==> config.mk <==
export PLATFORM = sky130hd
export DESIGN_NAME = base64_stream_codec_top
export DESIGN_NICKNAME = d
export VERILOG_FILES = /design/src/hdl/b64sc_pkg.sv /design/src/hdl/b64sc_front.sv /design/src/hdl/b64sc_queue.sv /design/src/hdl/b64sc_back.sv /design/src/hdl/base64_stream_codec_top.sv
export SDC_FILE = /design/constraint.sdc
export NUM_CORES = 1
export LEC_CHECK = 0
export BUFFER_PORTS_ARGS = -buffer_cell sky130_fd_sc_hd__buf_4
export CAP_MARGIN = 20
export CORE_MARGIN = 2
export CORE_UTILIZATION = 25
export DETAILED_ROUTE_END_ITERATION = 7
export PLACE_DENSITY = 0.51
export RECOVER_POWER = 50
export SLEW_MARGIN = 10
export SYNTH_ARGS = -nofsm -noshare
export SYNTH_HDL_FRONTEND = slang
export SYNTH_HIERARCHICAL = 1
export SYNTH_SLANG_ARGS = --single-unit
==> constraint.sdc <==
create_clock -name aclk -period 10.9 [get_ports aclk]
set_input_delay 0.545 -clock aclk [delete_from_list [all_inputs] [get_ports aclk]]
set_output_delay 0.545 -clock aclk [all_outputs]
set_load 0.05 [all_outputs]
==> src/hdl/b64sc_pkg.sv <==
// ============================================================================
// b64sc_pkg: shared types and functions for the base64 stream codec
// Descriptor passed from the front end to the back end, and the
// alphabet conversion functions in both directions.
// ============================================================================
package b64sc_pkg;

    localparam int MAX_RESULTS = 4;

    typedef enum logic {
        MODE_ENCODE = 1'b0,
        MODE_DECODE = 1'b1
    } b64sc_mode_t;

    localparam logic [7:0] PAD_CHAR = 8'h3D;  // '='

    // residual bit counts
    localparam logic [2:0] HELD_0 = 3'd0;
    localparam logic [2:0] HELD_2 = 3'd2;
    localparam logic [2:0] HELD_4 = 3'd4;
    localparam logic [2:0] HELD_6 = 3'd6;

    // One input item's worth of results
    typedef struct packed {
        logic [MAX_RESULTS-1:0][7:0] chars;
        logic [1:0]                  last_idx;    // number of results minus one
        logic                        data_valid;
        logic                        run_last;
    } b64sc_desc_t;

    function automatic logic [7:0] b64sc_enc_char(input logic [5:0] v);
        logic [7:0] v8;
        v8 = {2'b00, v};
        if (v < 6'd26)
            return 8'h41 + v8;
        else if (v < 6'd52)
            return 8'h61 + (v8 - 8'd26);
        else if (v < 6'd62)
            return 8'h30 + (v8 - 8'd52);
        else if (v == 6'd62)
            return 8'h2B;
        else
            return 8'h2F;
    endfunction

    // returns {symbol ok, 6-bit value}
    function automatic logic [6:0] b64sc_dec_char(input logic [7:0] ch);
        if (ch >= 8'h41 && ch <= 8'h5A)
            return {1'b1, 6'(ch - 8'h41)};
        else if (ch >= 8'h61 && ch <= 8'h7A)
            return {1'b1, 6'(ch - 8'h61 + 8'd26)};
        else if (ch >= 8'h30 && ch <= 8'h39)
            return {1'b1, 6'(ch - 8'h30 + 8'd52)};
        else if (ch == 8'h2B)
            return {1'b1, 6'd62};
        else if (ch == 8'h2F)
            return {1'b1, 6'd63};
        else
            return 7'd0;
    endfunction

endpackage

==> src/hdl/b64sc_front.sv <==
// ============================================================================
// b64sc_front: input stage of the base64 stream codec
// Accepts items, holds the mode and leftover bits, and builds one
// result descriptor per item that produces anything.
// ============================================================================
module b64sc_front
    import b64sc_pkg::*;
(
    input  logic        aclk,
    input  logic        aresetn,
    input  logic        cfg_wr_en,
    input  logic        cfg_wr_data,
    input  logic        s_valid,
    output logic        s_ready,
    input  logic [7:0]  s_in_byte,
    input  logic        s_end_of_string,
    output logic        desc_valid,
    input  logic        desc_ready,
    output b64sc_desc_t desc
);

    b64sc_mode_t mode_reg;
    logic [5:0]  res_bits_reg, res_bits_next;
    logic [2:0]  res_cnt_reg, res_cnt_next;

    logic        accept;
    logic        has_result;
    logic [6:0]  dec;
    logic [5:0]  sym;
    logic        sym_ok;
    logic [5:0]  tail;

    assign s_ready = desc_ready;
    assign accept  = s_valid && s_ready;
    assign dec     = b64sc_dec_char(s_in_byte);
    assign sym_ok  = dec[6];
    assign sym     = dec[5:0];

    always_comb begin
        desc          = '0;
        has_result    = 1'b0;
        res_bits_next = res_bits_reg;
        res_cnt_next  = res_cnt_reg;
        tail          = '0;

        if (mode_reg == MODE_ENCODE) begin
            has_result      = 1'b1;
            desc.data_valid = 1'b1;
            case (res_cnt_reg)
                HELD_2: begin
                    desc.chars[0] = b64sc_enc_char({res_bits_reg[1:0], s_in_byte[7:4]});
                    desc.last_idx = 2'd0;
                    res_bits_next = {2'b00, s_in_byte[3:0]};
                    res_cnt_next  = HELD_4;
                end
                HELD_4: begin
                    desc.chars[0] = b64sc_enc_char({res_bits_reg[3:0], s_in_byte[7:6]});
                    desc.chars[1] = b64sc_enc_char(s_in_byte[5:0]);
                    desc.last_idx = 2'd1;
                    res_bits_next = '0;
                    res_cnt_next  = HELD_0;
                end
                default: begin
                    desc.chars[0] = b64sc_enc_char(s_in_byte[7:2]);
                    desc.last_idx = 2'd0;
                    res_bits_next = {4'b0000, s_in_byte[1:0]};
                    res_cnt_next  = HELD_2;
                end
            endcase
            if (s_end_of_string) begin
                desc.run_last = 1'b1;
                // flush the partial character, then pad to a group of four
                case (res_cnt_next)
                    HELD_2: begin
                        tail                     = {res_bits_next[1:0], 4'b0000};
                        desc.chars[desc.last_idx + 2'd1] = b64sc_enc_char(tail);
                        desc.chars[desc.last_idx + 2'd2] = PAD_CHAR;
                        desc.chars[desc.last_idx + 2'd3] = PAD_CHAR;
                        desc.last_idx            = desc.last_idx + 2'd3;
                    end
                    HELD_4: begin
                        tail                     = {res_bits_next[3:0], 2'b00};
                        desc.chars[desc.last_idx + 2'd1] = b64sc_enc_char(tail);
                        desc.chars[desc.last_idx + 2'd2] = PAD_CHAR;
                        desc.last_idx            = desc.last_idx + 2'd2;
                    end
                    default: ;
                endcase
                res_bits_next = '0;
                res_cnt_next  = HELD_0;
            end
        end else begin
            desc.last_idx = 2'd0;
            if (sym_ok) begin
                case (res_cnt_reg)
                    HELD_2: begin
                        desc.chars[0]   = {res_bits_reg[1:0], sym};
                        desc.data_valid = 1'b1;
                        has_result      = 1'b1;
                        res_bits_next   = '0;
                        res_cnt_next    = HELD_0;
                    end
                    HELD_4: begin
                        desc.chars[0]   = {res_bits_reg[3:0], sym[5:2]};
                        desc.data_valid = 1'b1;
                        has_result      = 1'b1;
                        res_bits_next   = {4'b0000, sym[1:0]};
                        res_cnt_next    = HELD_2;
                    end
                    HELD_6: begin
                        desc.chars[0]   = {res_bits_reg, sym[5:4]};
                        desc.data_valid = 1'b1;
                        has_result      = 1'b1;
                        res_bits_next   = {2'b00, sym[3:0]};
                        res_cnt_next    = HELD_4;
                    end
                    default: begin
                        res_bits_next = sym;
                        res_cnt_next  = HELD_6;
                    end
                endcase
            end
            if (s_end_of_string) begin
                // always one beat at end of string, data flag may be clear
                has_result    = 1'b1;
                desc.run_last = 1'b1;
                res_bits_next = '0;
                res_cnt_next  = HELD_0;
            end
        end
    end

    assign desc_valid = s_valid && has_result;

    always_ff @(posedge aclk) begin
        if (!aresetn) begin
            mode_reg     <= MODE_ENCODE;
            res_bits_reg <= '0;
            res_cnt_reg  <= HELD_0;
        end else if (cfg_wr_en) begin
            mode_reg     <= b64sc_mode_t'(cfg_wr_data);
            res_bits_reg <= '0;
            res_cnt_reg  <= HELD_0;
        end else if (accept) begin
            res_bits_reg <= res_bits_next;
            res_cnt_reg  <= res_cnt_next;
        end
    end

endmodule

==> src/hdl/b64sc_queue.sv <==
// ============================================================================
// b64sc_queue: descriptor queue between front and back end
// Small register FIFO; lets either side stall without the other.
// ============================================================================
module b64sc_queue
    import b64sc_pkg::*;
#(
    parameter int DEPTH = 2
) (
    input  logic        aclk,
    input  logic        aresetn,
    input  logic        in_valid,
    output logic        in_ready,
    input  b64sc_desc_t in_desc,
    output logic        out_valid,
    input  logic        out_pop,
    output b64sc_desc_t out_desc
);

    localparam int PW = (DEPTH > 1) ? $clog2(DEPTH) : 1;
    localparam int CW = $clog2(DEPTH + 1);
    localparam logic [PW-1:0] LAST_PTR = PW'(DEPTH - 1);
    localparam logic [CW-1:0] FULL_CNT = CW'(DEPTH);

    b64sc_desc_t   store_reg [DEPTH];
    logic [PW-1:0] wr_ptr_reg, wr_ptr_next;
    logic [PW-1:0] rd_ptr_reg, rd_ptr_next;
    logic [CW-1:0] count_reg, count_next;
    logic          push, pop;

    assign in_ready  = (count_reg != FULL_CNT);
    assign out_valid = (count_reg != '0);
    assign out_desc  = store_reg[rd_ptr_reg];
    assign push      = in_valid && in_ready;
    assign pop       = out_pop && out_valid;

    always_comb begin
        wr_ptr_next = wr_ptr_reg;
        rd_ptr_next = rd_ptr_reg;
        count_next  = count_reg;
        if (push)
            wr_ptr_next = (wr_ptr_reg == LAST_PTR) ? '0 : wr_ptr_reg + 1'b1;
        if (pop)
            rd_ptr_next = (rd_ptr_reg == LAST_PTR) ? '0 : rd_ptr_reg + 1'b1;
        if (push && !pop)
            count_next = count_reg + 1'b1;
        else if (pop && !push)
            count_next = count_reg - 1'b1;
    end

    always_ff @(posedge aclk) begin
        if (!aresetn) begin
            wr_ptr_reg <= '0;
            rd_ptr_reg <= '0;
            count_reg  <= '0;
        end else begin
            wr_ptr_reg <= wr_ptr_next;
            rd_ptr_reg <= rd_ptr_next;
            count_reg  <= count_next;
        end
    end

    always_ff @(posedge aclk) begin
        if (push)
            store_reg[wr_ptr_reg] <= in_desc;
    end

endmodule

==> src/hdl/b64sc_back.sv <==
// ============================================================================
// b64sc_back: output stage of the base64 stream codec
// Walks the head descriptor one result per beat into the output register.
// ============================================================================
module b64sc_back
    import b64sc_pkg::*;
(
    input  logic        aclk,
    input  logic        aresetn,
    input  logic        desc_valid,
    output logic        desc_pop,
    input  b64sc_desc_t desc,
    output logic        m_valid,
    input  logic        m_ready,
    output logic [7:0]  m_out_byte,
    output logic        m_out_valid,
    output logic        m_run_last
);

    logic [1:0] idx_reg, idx_next;
    logic       m_valid_reg, m_valid_next;
    logic [7:0] byte_reg;
    logic       data_valid_reg;
    logic       run_last_reg;
    logic       load;
    logic       at_end;

    assign load     = desc_valid && (!m_valid_reg || m_ready);
    assign at_end   = (idx_reg == desc.last_idx);
    assign desc_pop = load && at_end;

    always_comb begin
        idx_next     = idx_reg;
        m_valid_next = m_valid_reg;
        if (load) begin
            idx_next     = at_end ? 2'd0 : idx_reg + 2'd1;
            m_valid_next = 1'b1;
        end else if (m_ready) begin
            m_valid_next = 1'b0;
        end
    end

    always_ff @(posedge aclk) begin
        if (!aresetn) begin
            idx_reg     <= '0;
            m_valid_reg <= 1'b0;
        end else begin
            idx_reg     <= idx_next;
            m_valid_reg <= m_valid_next;
        end
    end

    always_ff @(posedge aclk) begin
        if (load) begin
            byte_reg       <= desc.chars[idx_reg];
            data_valid_reg <= desc.data_valid;
            run_last_reg   <= desc.run_last && at_end;
        end
    end

    assign m_valid     = m_valid_reg;
    assign m_out_byte  = byte_reg;
    assign m_out_valid = data_valid_reg;
    assign m_run_last  = run_last_reg;

endmodule

==> src/hdl/base64_stream_codec_top.sv <==
// An accepted input beat goes through the descriptor queue to the output register.
// Throughput: one result beat per cycle from the output register unless m_ready
// is low; an encoded byte gives 1 or 2 beats (up to 4 at end of string), a
// decoded char 0 or 1. Input is taken every cycle while the descriptor queue
// has room. Reset (aresetn low, synchronous): encode mode, no leftover bits,
// queue and output register empty.
// ============================================================================
// base64_stream_codec_top: streaming base64 encoder / decoder
// Front end classifies beats and builds result descriptors, a short queue
// decouples it from the back end that emits one result per beat.
// ============================================================================
module base64_stream_codec_top
    import b64sc_pkg::*;
#(
    parameter int QUEUE_DEPTH = 2
) (
    input  logic       aclk,
    input  logic       aresetn,
    input  logic       cfg_wr_en,
    input  logic       cfg_wr_data,
    input  logic       s_valid,
    output logic       s_ready,
    input  logic [7:0] s_in_byte,
    input  logic       s_end_of_string,
    output logic       m_valid,
    input  logic       m_ready,
    output logic [7:0] m_out_byte,
    output logic       m_out_valid,
    output logic       m_run_last
);

    b64sc_desc_t push_desc, head_desc;
    logic        push_valid, push_ready;
    logic        head_valid, head_pop;

    b64sc_front u_front (
        .aclk            (aclk),
        .aresetn         (aresetn),
        .cfg_wr_en       (cfg_wr_en),
        .cfg_wr_data     (cfg_wr_data),
        .s_valid         (s_valid),
        .s_ready         (s_ready),
        .s_in_byte       (s_in_byte),
        .s_end_of_string (s_end_of_string),
        .desc_valid      (push_valid),
        .desc_ready      (push_ready),
        .desc            (push_desc)
    );

    b64sc_queue #(
        .DEPTH (QUEUE_DEPTH)
    ) u_queue (
        .aclk      (aclk),
        .aresetn   (aresetn),
        .in_valid  (push_valid),
        .in_ready  (push_ready),
        .in_desc   (push_desc),
        .out_valid (head_valid),
        .out_pop   (head_pop),
        .out_desc  (head_desc)
    );

    b64sc_back u_back (
        .aclk        (aclk),
        .aresetn     (aresetn),
        .desc_valid  (head_valid),
        .desc_pop    (head_pop),
        .desc        (head_desc),
        .m_valid     (m_valid),
        .m_ready     (m_ready),
        .m_out_byte  (m_out_byte),
        .m_out_valid (m_out_valid),
        .m_run_last  (m_run_last)
    );

endmodule
==> metrics.txt, run 1 <==
run status=complete, but fails checks; violated checks=max-capacitance violations, max-slew violations; Clock Pin Slew Worst Setup and Hold Paths=approximately 70 ps; synth cell count leaders=82 x edfxtp_1, 59 x nand2_1, 55 x ha_1; Yosys Warn Count=6; synth top area cells=edfxtp_1 32%, ha_1 8.8%, mux2_2 5.4%; initial antenna violation count=0; Max Cap Violations=1; Resized cells post-CTS=0; sequential share of power=a little over two fifths; CTS Buf Count=9; Synth Instances=782; HPWL after DPL=15200 um; switching part of the total=approximately 36%; clock buffer depth=2; Fin. Hold Viols=0; largest net degree at the start of global routing=37; Yosys cell types=93; GP Congestion=between 0.8 and 0.9; FFs w/ async S/R, synth=0%; first-pass GRT wire length=33200 um; critical path class=input port to flip-flop; Worst Setup Start Kind=input port; Clk pwr share=a little under a quarter; synthesized area per cell=about 10 sq um; Sink Count=99; Vias/cell=5.11; H-tree level count=3; setup repair bufs after CTS=0; pwr dens=around 150 nW/um^2; final worst path period share=44.7%; Starting Density=between 20% and 30%; leading register cell type out of synthesis=edfxtp_1; Inserted Diodes=0; Rel. slew slack=-38.1%; Internal Power=between 0.8 and 0.9 mW; layout cells sized above 1=between 10% and 20%; fin util=between 20% and 30%; grt ovf=0; die area=between 30000 and 40000 sq um; crit path DAT=about 5200 ps; final net count=around 840; CP Capture Type=flip-flop; Worst Hold Class=flip-flop to flip-flop; Core Box Area=between 30000 and 40000 sq um; Comb power frac=between 30% and 40%; Pre-antenna DRT Iters=6; # setup viols final=0; Final Total Pwr=approximately 1.3 mW; CTS Hold Bufs=0; clock period minus worst slack=4870 ps; worst skew pair latency=between 300 and 400 ps; via count=just under 6000; TNS Setup=0 ps; post-synth top area share=between 30% and 40%; Rows=64; RSZ-0062 raised after global routing=false; P_leak=around 2.8 nW; reg2reg setup slack=7120 ps; WL final=roughly 21000 um; total track usage=approximately an eighth; fin. max-slew vios=37; PortBufs=26; dominant cell type by area after synthesis=edfxtp_1; CTS tree=built; clock root buffer master=clkbuf_16; net switching power=0.448 mW; post-synthesis sequential area ratio=36.0%; Die Y=about 180 um; antenna-violating nets left=0; CP Data Required Time=between 10000 and 15000 ps; drt initial violations=732; slowest CP cell=clkbuf_1; synthesis-stage register bit count=99; Layout Skew=approximately 8.3 ps; die width=between 150 and 200 um; Largest register FFs=72; remaining design rule violation count=0; fillcell total=between 3000 and 4000; count leader, synth=edfxtp_1; most frequent CP cell=ha_1; Max IR drop VDD=~0.08 mV; Worst-Margin Slew=2070 ps; Syn Std Cell Area=7780 sq um; vias in the first global route=5566; number of flops mapped to enable cells by yosys=82; I/O Pins=27; routed len/inst=17.9 um; crit path max fanout=20; Fmax achieved=205 MHz; Worst path max stage delay=between 800 and 900 ps; critical path, cell by cell=clkbuf_1 -> clkinv_1 -> ha_1 -> and3_1 -> nor3_1 -> nor2_4 -> nor2_1 -> a21o_1 -> a21boi_0 -> and2_1 -> ha_1 -> or3_1 -> a21boi_1; Layout area overhead=7.19%
-- path summary, 6_finish.rpt --
| kind | endpoint | start | depth (start not counted) |
|---|---|---|---|
| worst min register to register | u_front/res_bits_reg[5] | u_front/res_bits_reg[5] | 2 |
| worst min-delay path | u_front/res_bits_reg[5] | u_front/res_bits_reg[5] | 2 |
| worst max register to register | u_queue/count_reg[1] | flip-flop | 8 |
| worst max-delay path | u_queue/count_reg[1] | s_in_byte[5] | 13 |
-- kinds of logic after synthesis --
logic type      count (synthesis)  share of synthesized area [%]
mux                            49                           8.33
fa+ha+maj                      55                           8.84
xor+xnor                       54                           6.08
compound gates                196                           18.6
other cells                     1                         0.0482
flops                          99                           36.0
buf+inv                        91                           5.95
simple gates                  237                           16.2
-- metrics by stage --
stage / instances / setup slack [ps] / hold WS (ps) / cell area [sq um]
6_report: 1167 / 6030 / 465 / 8340
4_1_cts: 1167 / 7220 / 462 / 8440
2_1_floorplan: 787 / 6790 / 431 / 7800
5_1_grt: 1167 / 5690 / 496 / 8340
3_5_place_dp: 1151 / 6870 / 453 / 8170
3_3_place_gp: 1151 / 6900 / 452 / 8170
-- power by group through the flow --
stage / combinational [mW] / sequential (mW) / clock, mW
2_1_floorplan: 0.282 / 0.600 / 0
3_5_place_dp: 0.452 / 0.545 / 0
6_report: 0.429 / 0.535 / 0.288
4_1_cts: 0.454 / 0.537 / 0.297
5_1_grt: 0.464 / 0.544 / 0.314
3_3_place_gp: 0.452 / 0.543 / 0
-- layout make-up --
cell class	instances	area, sq um	share of cell area [%]
Clock buffer	11	233	2.79
Clock inverter	5	38.8	0.465
Timing Repair Buffer	31	173	2.07
Sequential cell	99	2800	33.6
Multi-Input combinational cell	597	4500	53.9
Inverter	28	105	1.26
Tap cell	396	495	5.94
-- cell usage in the layout (no fill, tap or decap), types with 9 or more instances in the layout --
cell type	count
ha_1	55
nor3_1	17
clkbuf_1	18
xnor2_1	36
a21oi_1	44
nor2b_1	11
clkbuf_16	9
xor2_1	18
dfxtp_1	17
nand2_1	60
edfxtp_1	82
mux2_2	29
nor2_1	41
o21ai_0	29
a31oi_1	12
buf_4	15
nand2b_1	20
nand3_1	29
a22oi_1	10
inv_1	24
-- layer usage --
metal / track usage (%) / share of wire (%) / vias to the layer above
met5: 0 / 0 / -
met4: 2.68 / 0.84 / 0
met3: 1.60 / 5.4 / 12
met2: 19.3 / 44 / 197
met1: 19.2 / 50 / 2879
li1: - / - / 2874
-- critical path: cells and delay by family --
| kind | cells | cell delay, ps |
|---|---|---|
| AND/OR/NAND/NOR | 6 | 1660 |
| buffers and inverters | 2 | 1590 |
| adder cells (fa/ha/maj) | 2 | 800 |
| AO/OA/AOI/OAI | 3 | 530 |
Note: power is estimated with default switching activity, not from simulation.
==> inputs of run 2 (changes only) <==
--- a/config.mk
+++ b/config.mk
@@ -5,6 +5,7 @@
 export SDC_FILE = /design/constraint.sdc
 export NUM_CORES = 1
 export LEC_CHECK = 0
+export ABC_AREA = 1
 export BUFFER_PORTS_ARGS = -buffer_cell sky130_fd_sc_hd__buf_4
 export CAP_MARGIN = 20
 export CORE_MARGIN = 2
==> constraint.sdc (replaced) <==
create_clock -name aclk -period 4.5 [get_ports aclk]
set_input_delay 0.225 -clock aclk [delete_from_list [all_inputs] [get_ports aclk]]
set_output_delay 0.225 -clock aclk [all_outputs]
set_load 0.05 [all_outputs]
==> run 2 against run 1 <==
The flow now finishes without violations. Clock skew increased by 4.8 ps. Sequential power is 130% higher. Sequential cell count unchanged. Die area grew 3.4%. Combinational power up 120%. Count of clock-buffer cells in the layout is 2 lower. Utilization rose by 0.18 points. Register-to-register slack got worse by 5800 ps. Critical endpoint unchanged. Critical path depth increased by 6. Clock power rose to 2.8 times the previous value.
==> metrics.txt, run 2 <==
run status=finished clean; Fin. Hold Viols=0 (unchanged); WL final=22500 um (+7.6%); drt initial violations=582 (-20%); worst hold margin=117 ps (-348 ps); P_leak=3.69 nW (+31%); Rows=65 (+1.6%); Post-Synth Adder-Cell Area=8.54% (-0.30 points); post-synthesis simple-gate area fraction=25.9% (+9.7 points); CTS Buf Count=9 (unchanged); CP Capture Type=flip-flop; Synth Instances=1024 (+31%); Sink Count=99 (unchanged); Max Cap Violations=0 (-1); synthesized area per cell=7.87 sq um (-21%); H-tree level count=3 (unchanged); vias in the first global route=6378 (+15%); critical path class=input port to flip-flop; commonest non-fill, non-tap cell in the layout=nand2_1; reg2reg setup slack=1330 ps (-5790 ps); Fmax achieved=~310 MHz; # setup viols final=0 (unchanged); Layout Skew=13.0 ps (+4.76 ps); synthesis-stage register bit count=99 (unchanged); clock period minus worst slack=between 3000 and 4000 ps; Clk pwr share=27.5% (+4.5 points); clock buffer depth=2 (unchanged); final worst path period share=a little under three quarters; total track usage=13.3% (+0.56 points); setup repair bufs after CTS=0 (unchanged); Die Y=184 um (+1.7%); PortBufs=26 (unchanged); post-synthesis sequential area ratio=34.8% (-1.2 points); HPWL after DPL=16900 um (+11%); routed len/inst=15.7 um (-12%); fillcell total=3435 (+5.7%); grt ovf=0 (unchanged); Worst-Margin Slew=1090 ps (-985 ps); Worst Setup Start Kind=input port; leading register cell type out of synthesis=edfxtp_1; count leader, synth=nand2_1; Worst Hold Class=input port to flip-flop; sequential share of power=41.1% (-1.6 points); clock root buffer master=clkbuf_16; switching part of the total=35.1% (-0.68 points); layout cells sized above 1=9.89% (-1.8 points); final net count=1096 (+31%); first-pass GRT wire length=35300 um (+6.2%); Largest register FFs=72 (unchanged); Worst R2R Path Depth=14 (+6); post-synth top area share=30.6% (-1.1 points); Max IR drop VDD=0.209 mV (+160%); worst skew pair latency=340 ps (about the same); Rel. slew slack=27.6% (+66 points); xor/xnor share of the synthesized area=3.04% (-3.0 points); dominant cell type by area after synthesis=edfxtp_1; Min-Delay Path Depth=3 (+1); Vias/cell=4.74 (-7.2%); Inserted Diodes=0 (unchanged); pwr dens=340 nW/um^2 (+130%); synth top area cells=edfxtp_1 31%, nand2_1 12%, ha_1 8.5%; antenna-violating nets left=0 (unchanged); FFs w/ async S/R, synth=0% (unchanged); synth cell count leaders=262 x nand2_1, 107 x inv_1, 95 x nor2_1; Pre-antenna DRT Iters=5 (-1); Clock Pin Slew Worst Setup and Hold Paths=70 ps (about the same); Internal Power=1.92 mW (+140%); net switching power=1.04 mW (+130%); Starting Density=25.5% (about the same); Resized cells post-CTS=0 (unchanged); Hold Path End=u_front/mode_reg; GP Congestion=0.929 (+8.3%); remaining design rule violation count=0 (unchanged); CP Data Required Time=4780 ps (-6390 ps); Layout area overhead=7.80%; initial antenna violation count=0 (unchanged); Cells after DPL=1417 (+23%); RSZ-0062 raised after global routing=false; post-synthesis mux area share=6.55% (-1.8 points); crit path max fanout=13 (-35%); Core Box Area=31600 sq um (+3.4%); die width=184 um (+1.7%); Syn Std Cell Area=8060 sq um (+3.5%); die area=33700 sq um (+3.4%); largest net degree at the start of global routing=37 (unchanged); largest family of logic cells by synthesized area=simple AND/OR/NAND/NOR gates; Comb power frac=31.4% (-2.9 points); crit path DAT=3480 ps (-1670 ps); Reg2Reg Launch Point=u_front/res_cnt_reg[2]; number of flops mapped to enable cells by yosys=82 (unchanged); CTS tree=built; CTS Hold Bufs=0 (unchanged); TNS Setup=0 ps (unchanged); Yosys cell types=51 (-45%); Non-Filler Instances=1433 (+23%); via count=6796 (+14%); RR Endpoint=u_queue/store_reg[1][18]; Synth Area in Compound Gates=11.2% (-7.3 points); min-delay src=cfg_wr_data; most frequent cells in the layout=265 x nand2_1, 108 x inv_1, 94 x nor2_1; fin. max-slew vios=0 (-100%); Yosys Warn Count=6 (unchanged); I/O Pins=27 (unchanged)
==> run 2: cell count changes after synthesis, sizes merged, moves of 16 or more <==
| cell | before | now |
|---|---|---|
| clkbuf | 21 | 5 |
| xnor2 | 36 | 7 |
| nand2b | 21 | 0 |
| nand2 | 61 | 271 |
| inv | 25 | 118 |
| nand3 | 29 | 87 |
| nor2 | 42 | 100 |
| o21ai | 30 | 62 |
==> run 2: cell type report <==
type,instances,area (sq um),share of cell area (%)
clock buffers,9,225,2.59
well taps,402,503,5.79
inverters,119,447,5.14
clock inverters,7,91.3,1.05
flip-flops and latches,99,2800,32.3
multi-input cells,767,4440,51.2
repair buffers,30,173,1.99
==> run 2: per-stage QoR <==
stage	cell area, sq um	util, %	power, mW	worst slack [ps]
finish	8680	27.5	2.95	1300
global route	8680	27.5	3.12	991
CTS	8780	27.8	3.02	1440
detailed placement	8470	26.8	2.20	1190
global placement	8470	26.8	2.20	1220
floorplan	8080	-	1.97	769
==> run 2: how the worst max path moves through the flow <==
stage                                start                        to  slack [ps]  cells past startpoint
floorplan                     s_in_byte[6]   u_queue/store_reg[0][0]         770                     14
global placement              s_in_byte[7]  u_queue/store_reg[1][30]        1220                     14
detailed placement            s_in_byte[7]  u_queue/store_reg[0][33]        1190                     14
CTS                 u_front/res_cnt_reg[2]  u_queue/store_reg[1][18]        1440                     14
global route                  s_in_byte[6]      u_queue/count_reg[1]         990                     21
finish                        s_in_byte[6]      u_queue/count_reg[1]        1300                     19
==> run 2: logic make-up after synthesis <==
| group | Yosys count |
|---|---|
| flip-flops | 99 |
| AO/OA/AOI/OAI | 155 |
| other | 1 |
| XOR/XNOR | 28 |
| AND/OR/NAND/NOR | 486 |
| multiplexers | 37 |
| buffers and inverters | 163 |
| adder cells (fa/ha/maj) | 55 |
==> run 2: layer usage <==
| metal | global-route usage [%] | vias up | share of wire [%] |
|---|---|---|---|
| met1 | 18.9 | 3187 | 49 |
| met4 | 2.98 | 0 | 1.2 |
| met2 | 21.5 | 189 | 45 |
| met5 | 0 | - | 0 |
| li1 | - | 3403 | - |
| met3 | 1.51 | 17 | 4.8 |
==> run 2: critical path: stages <==
cell and delay [ps]:
buf_4 190, clkinv_1 390, ha_1 440, inv_1 150, nor2_1 80, nand3b_1 120, nand3_1 280, nor2_1 340
nand2_1 180, nand2_1 90, nor2_1 40, nand2_1 200, inv_1 100, ha_1 330, inv_1 80, nand3_1 80
nand2_1 60, inv_1 30, nor2_1 80
==> run 2: power by group through the flow <==
stage	sequential, mW	clock, mW	combinational [mW]
floorplan	1.32	0	0.649
global placement	1.23	0	0.967
detailed placement	1.24	0	0.965
CTS	1.22	0.838	0.969
global route	1.23	0.877	1.02
finish	1.21	0.813	0.926
==> inputs of run 3 (changes only) <==
--- a/config.mk
+++ b/config.mk
@@ -11,7 +11,7 @@
 export CORE_MARGIN = 2
 export CORE_UTILIZATION = 25
 export DETAILED_ROUTE_END_ITERATION = 7
-export PLACE_DENSITY = 0.51
+export PLACE_DENSITY = 0.52
 export RECOVER_POWER = 50
 export SLEW_MARGIN = 10
 export SYNTH_ARGS = -nofsm -noshare
==> constraint.sdc (replaced) <==
create_clock -name aclk -period 2.8 [get_ports aclk]
set_input_delay 0.14 -clock aclk [delete_from_list [all_inputs] [get_ports aclk]]
set_output_delay 0.14 -clock aclk [all_outputs]
set_load 0.05 [all_outputs]
==> run 3 against run 2 <==
Wire length grew 2.4%. Power grew 69%. Critical path type unchanged. First-iteration DRC count shrank 17%. Combinational power grew 71%. Sequential share of layout area shrank 1.3 points. Hold slack lost 71 ps. Register-to-register slack lost 1100 ps. Die area is the same.
==> metrics.txt, run 3 (synthesis gave the netlist of run 2 again) <==
RSZ-0062 raised after global routing=false; CTS Buf Count=9 (unchanged); clock period minus worst slack=~2500 ps; Largest register FFs=72 (unchanged); total track usage=13.6% (+0.37 points); Comb power frac=31.6% (+0.2 points); Clock Pin Slew Worst Setup and Hold Paths=70 ps (about the same); antenna-violating nets left=0 (unchanged); die width=184 um (unchanged); WP buf/inv=4 (-2); Worst-Margin Slew=1170 ps (+81.1 ps); first-pass GRT wire length=36300 um (+3.1%); Vias/cell=4.72 (-0.40%); Rows=65 (unchanged); HPWL after DPL=17900 um (+5.8%); crit path DAT=2550 ps (-930 ps); CP Capture Type=flip-flop; net switching power=1.68 mW (+62%); delay-heaviest family, CP=simple AND/OR/NAND/NOR gates; I/O Pins=27 (unchanged); remaining design rule violation count=0 (unchanged); GP Congestion=0.906 (-2.5%); CTS tree=built; Sink Count=99 (unchanged); vias in the first global route=6680 (+4.7%); Layout area overhead=12.5%; Inserted Diodes=0 (unchanged); Rel. slew slack=22.2% (-5.4 points); run status=finished clean; Fin. Hold Viols=0 (unchanged); clock buffer depth=2 (unchanged); switching part of the total=33.6% (-1.5 points); crit path max fanout=36 (+23); P_leak=3.92 nW (+6.2%); PortBufs=26 (unchanged); Core Box Area=31600 sq um (unchanged); Clk pwr share=29.9% (+2.4 points); routed len/inst=15.6 um (-0.47%); clock root buffer master=clkbuf_16; Die Y=184 um (unchanged); pwr dens=552 nW/um^2 (+62%); critical path, cell by cell=buf_4 -> inv_1 -> ha_1 -> nand2_1 -> nand2_1 -> nand3_1 -> nand2_1 -> nand2_1 -> nand2_1 -> nand2_2 -> nor2_4 -> nand2_2 -> nand2_1 -> nor2_1 -> nand2_1 -> clkbuf_1 -> nor2_4 -> buf_6; Worst path max stage delay=320 ps (-120 ps); setup slack at placement=182 ps (-1010 ps); fin util=28.6% (+1.2 points); fin. max-slew vios=0 (unchanged); Max Cap Violations=0 (unchanged); final setup margin=255 ps (-1040 ps); most frequent CP cell=nand2_1; initial antenna violation count=0 (unchanged); Layout Skew=7.48 ps (-5.55 ps); via count=6967 (+2.5%); most frequent cells in the layout=264 x nand2_1, 108 x inv_1, 93 x nor2_1; Post-DP Area=8790 sq um (+3.8%); drt initial violations=482 (-17%); final net count=1138 (+3.8%); largest net degree at the start of global routing=37 (unchanged); slowest CP cell=ha_1; Fmax achieved=slightly below 400 MHz; layout cells sized above 1=13.7% (+3.8 points); grt ovf=0 (unchanged); final worst path period share=90.9%; H-tree level count=3 (unchanged); Starting Density=25.5% (unchanged); Max IR drop VDD=0.327 mV (+56%); final instance area=9060 sq um (+4.4%); # setup viols final=0 (unchanged); Internal Power=3.32 mW (+73%); CP Data Required Time=2800 ps (-1980 ps); critical path class=input port to flip-flop; die area=33700 sq um (unchanged); worst skew pair latency=340 ps (about the same); WL final=23100 um (+2.4%); sequential share of power=38.5% (-2.6 points); commonest non-fill, non-tap cell in the layout=nand2_1; Worst Hold Class=input port to flip-flop; worst hold margin=45.9 ps (-71.3 ps); Pre-antenna DRT Iters=8 (+3); Worst Setup Start Kind=input port; CTS Hold Bufs=0 (unchanged)
run 3: worst paths after layout:
check / startpoint / slack (ps) / cells after the start / to
max reg2reg: u_front/res_cnt_reg[2] / 270 / 12 / u_queue/store_reg[1][17]
max: s_in_byte[2] / 260 / 18 / u_queue/store_reg[1][25]
min reg2reg: u_queue/rd_ptr_reg / 520 / 2 / u_queue/rd_ptr_reg
min: cfg_wr_data / 50 / 3 / u_front/mode_reg
run 3: stage by stage:
stage / instances / power, mW / TNS (ps)
3_3_place_gp: 1457 / 3.61 / 0
2_1_floorplan: 1029 / 3.16 / -19270
4_1_cts: 1473 / 5.12 / 0
3_5_place_dp: 1457 / 3.62 / 0
6_report: 1475 / 5.00 / 0
5_1_grt: 1475 / 5.26 / 0
run 3: layout make-up:
class	count	area (sq um)
Tap cell	402	503
Inverter	119	447
Clock inverter	6	136
Multi-Input combinational cell	767	4470
Sequential cell	99	2800
Timing Repair Buffer	72	478
Fill cell	3435	22600
Clock buffer	10	229
run 3: power groups by stage:
stage	registers, mW	logic (mW)	clock network (mW)
after floorplan	2.12	1.04	0
after global placement	1.95	1.65	0
after detailed placement	1.96	1.66	0
after CTS	1.93	1.66	1.52
after global routing	1.95	1.74	1.57
final	1.93	1.58	1.49
run 3: repair_timing:
item,in CTS,in global routing
setup buffers,0,2
endpoints found under the setup margin,0,4
gates resized for setup,0,3
run 3: worst reg2reg max path, delay by kind of cell (launching register included):
kind / cells / cell delay (ps)
adders and majority gates: 3 / 880
and+or+nand+nor: 5 / 370
buffers and inverters: 2 / 220
DFF: 1 / 400
AOI/OAI and AO/OA: 2 / 410
run 3: routing by layer:
| layer | GRT usage, % | share of wire (%) | up-vias |
|---|---|---|---|
| met1 | 19.1 | 49 | 3292 |
| met5 | 0 | 0 | - |
| met2 | 22.5 | 46 | 159 |
| li1 | - | - | 3486 |
| met4 | 4.03 | 1.8 | 0 |
| met3 | 1.09 | 3.2 | 30 |
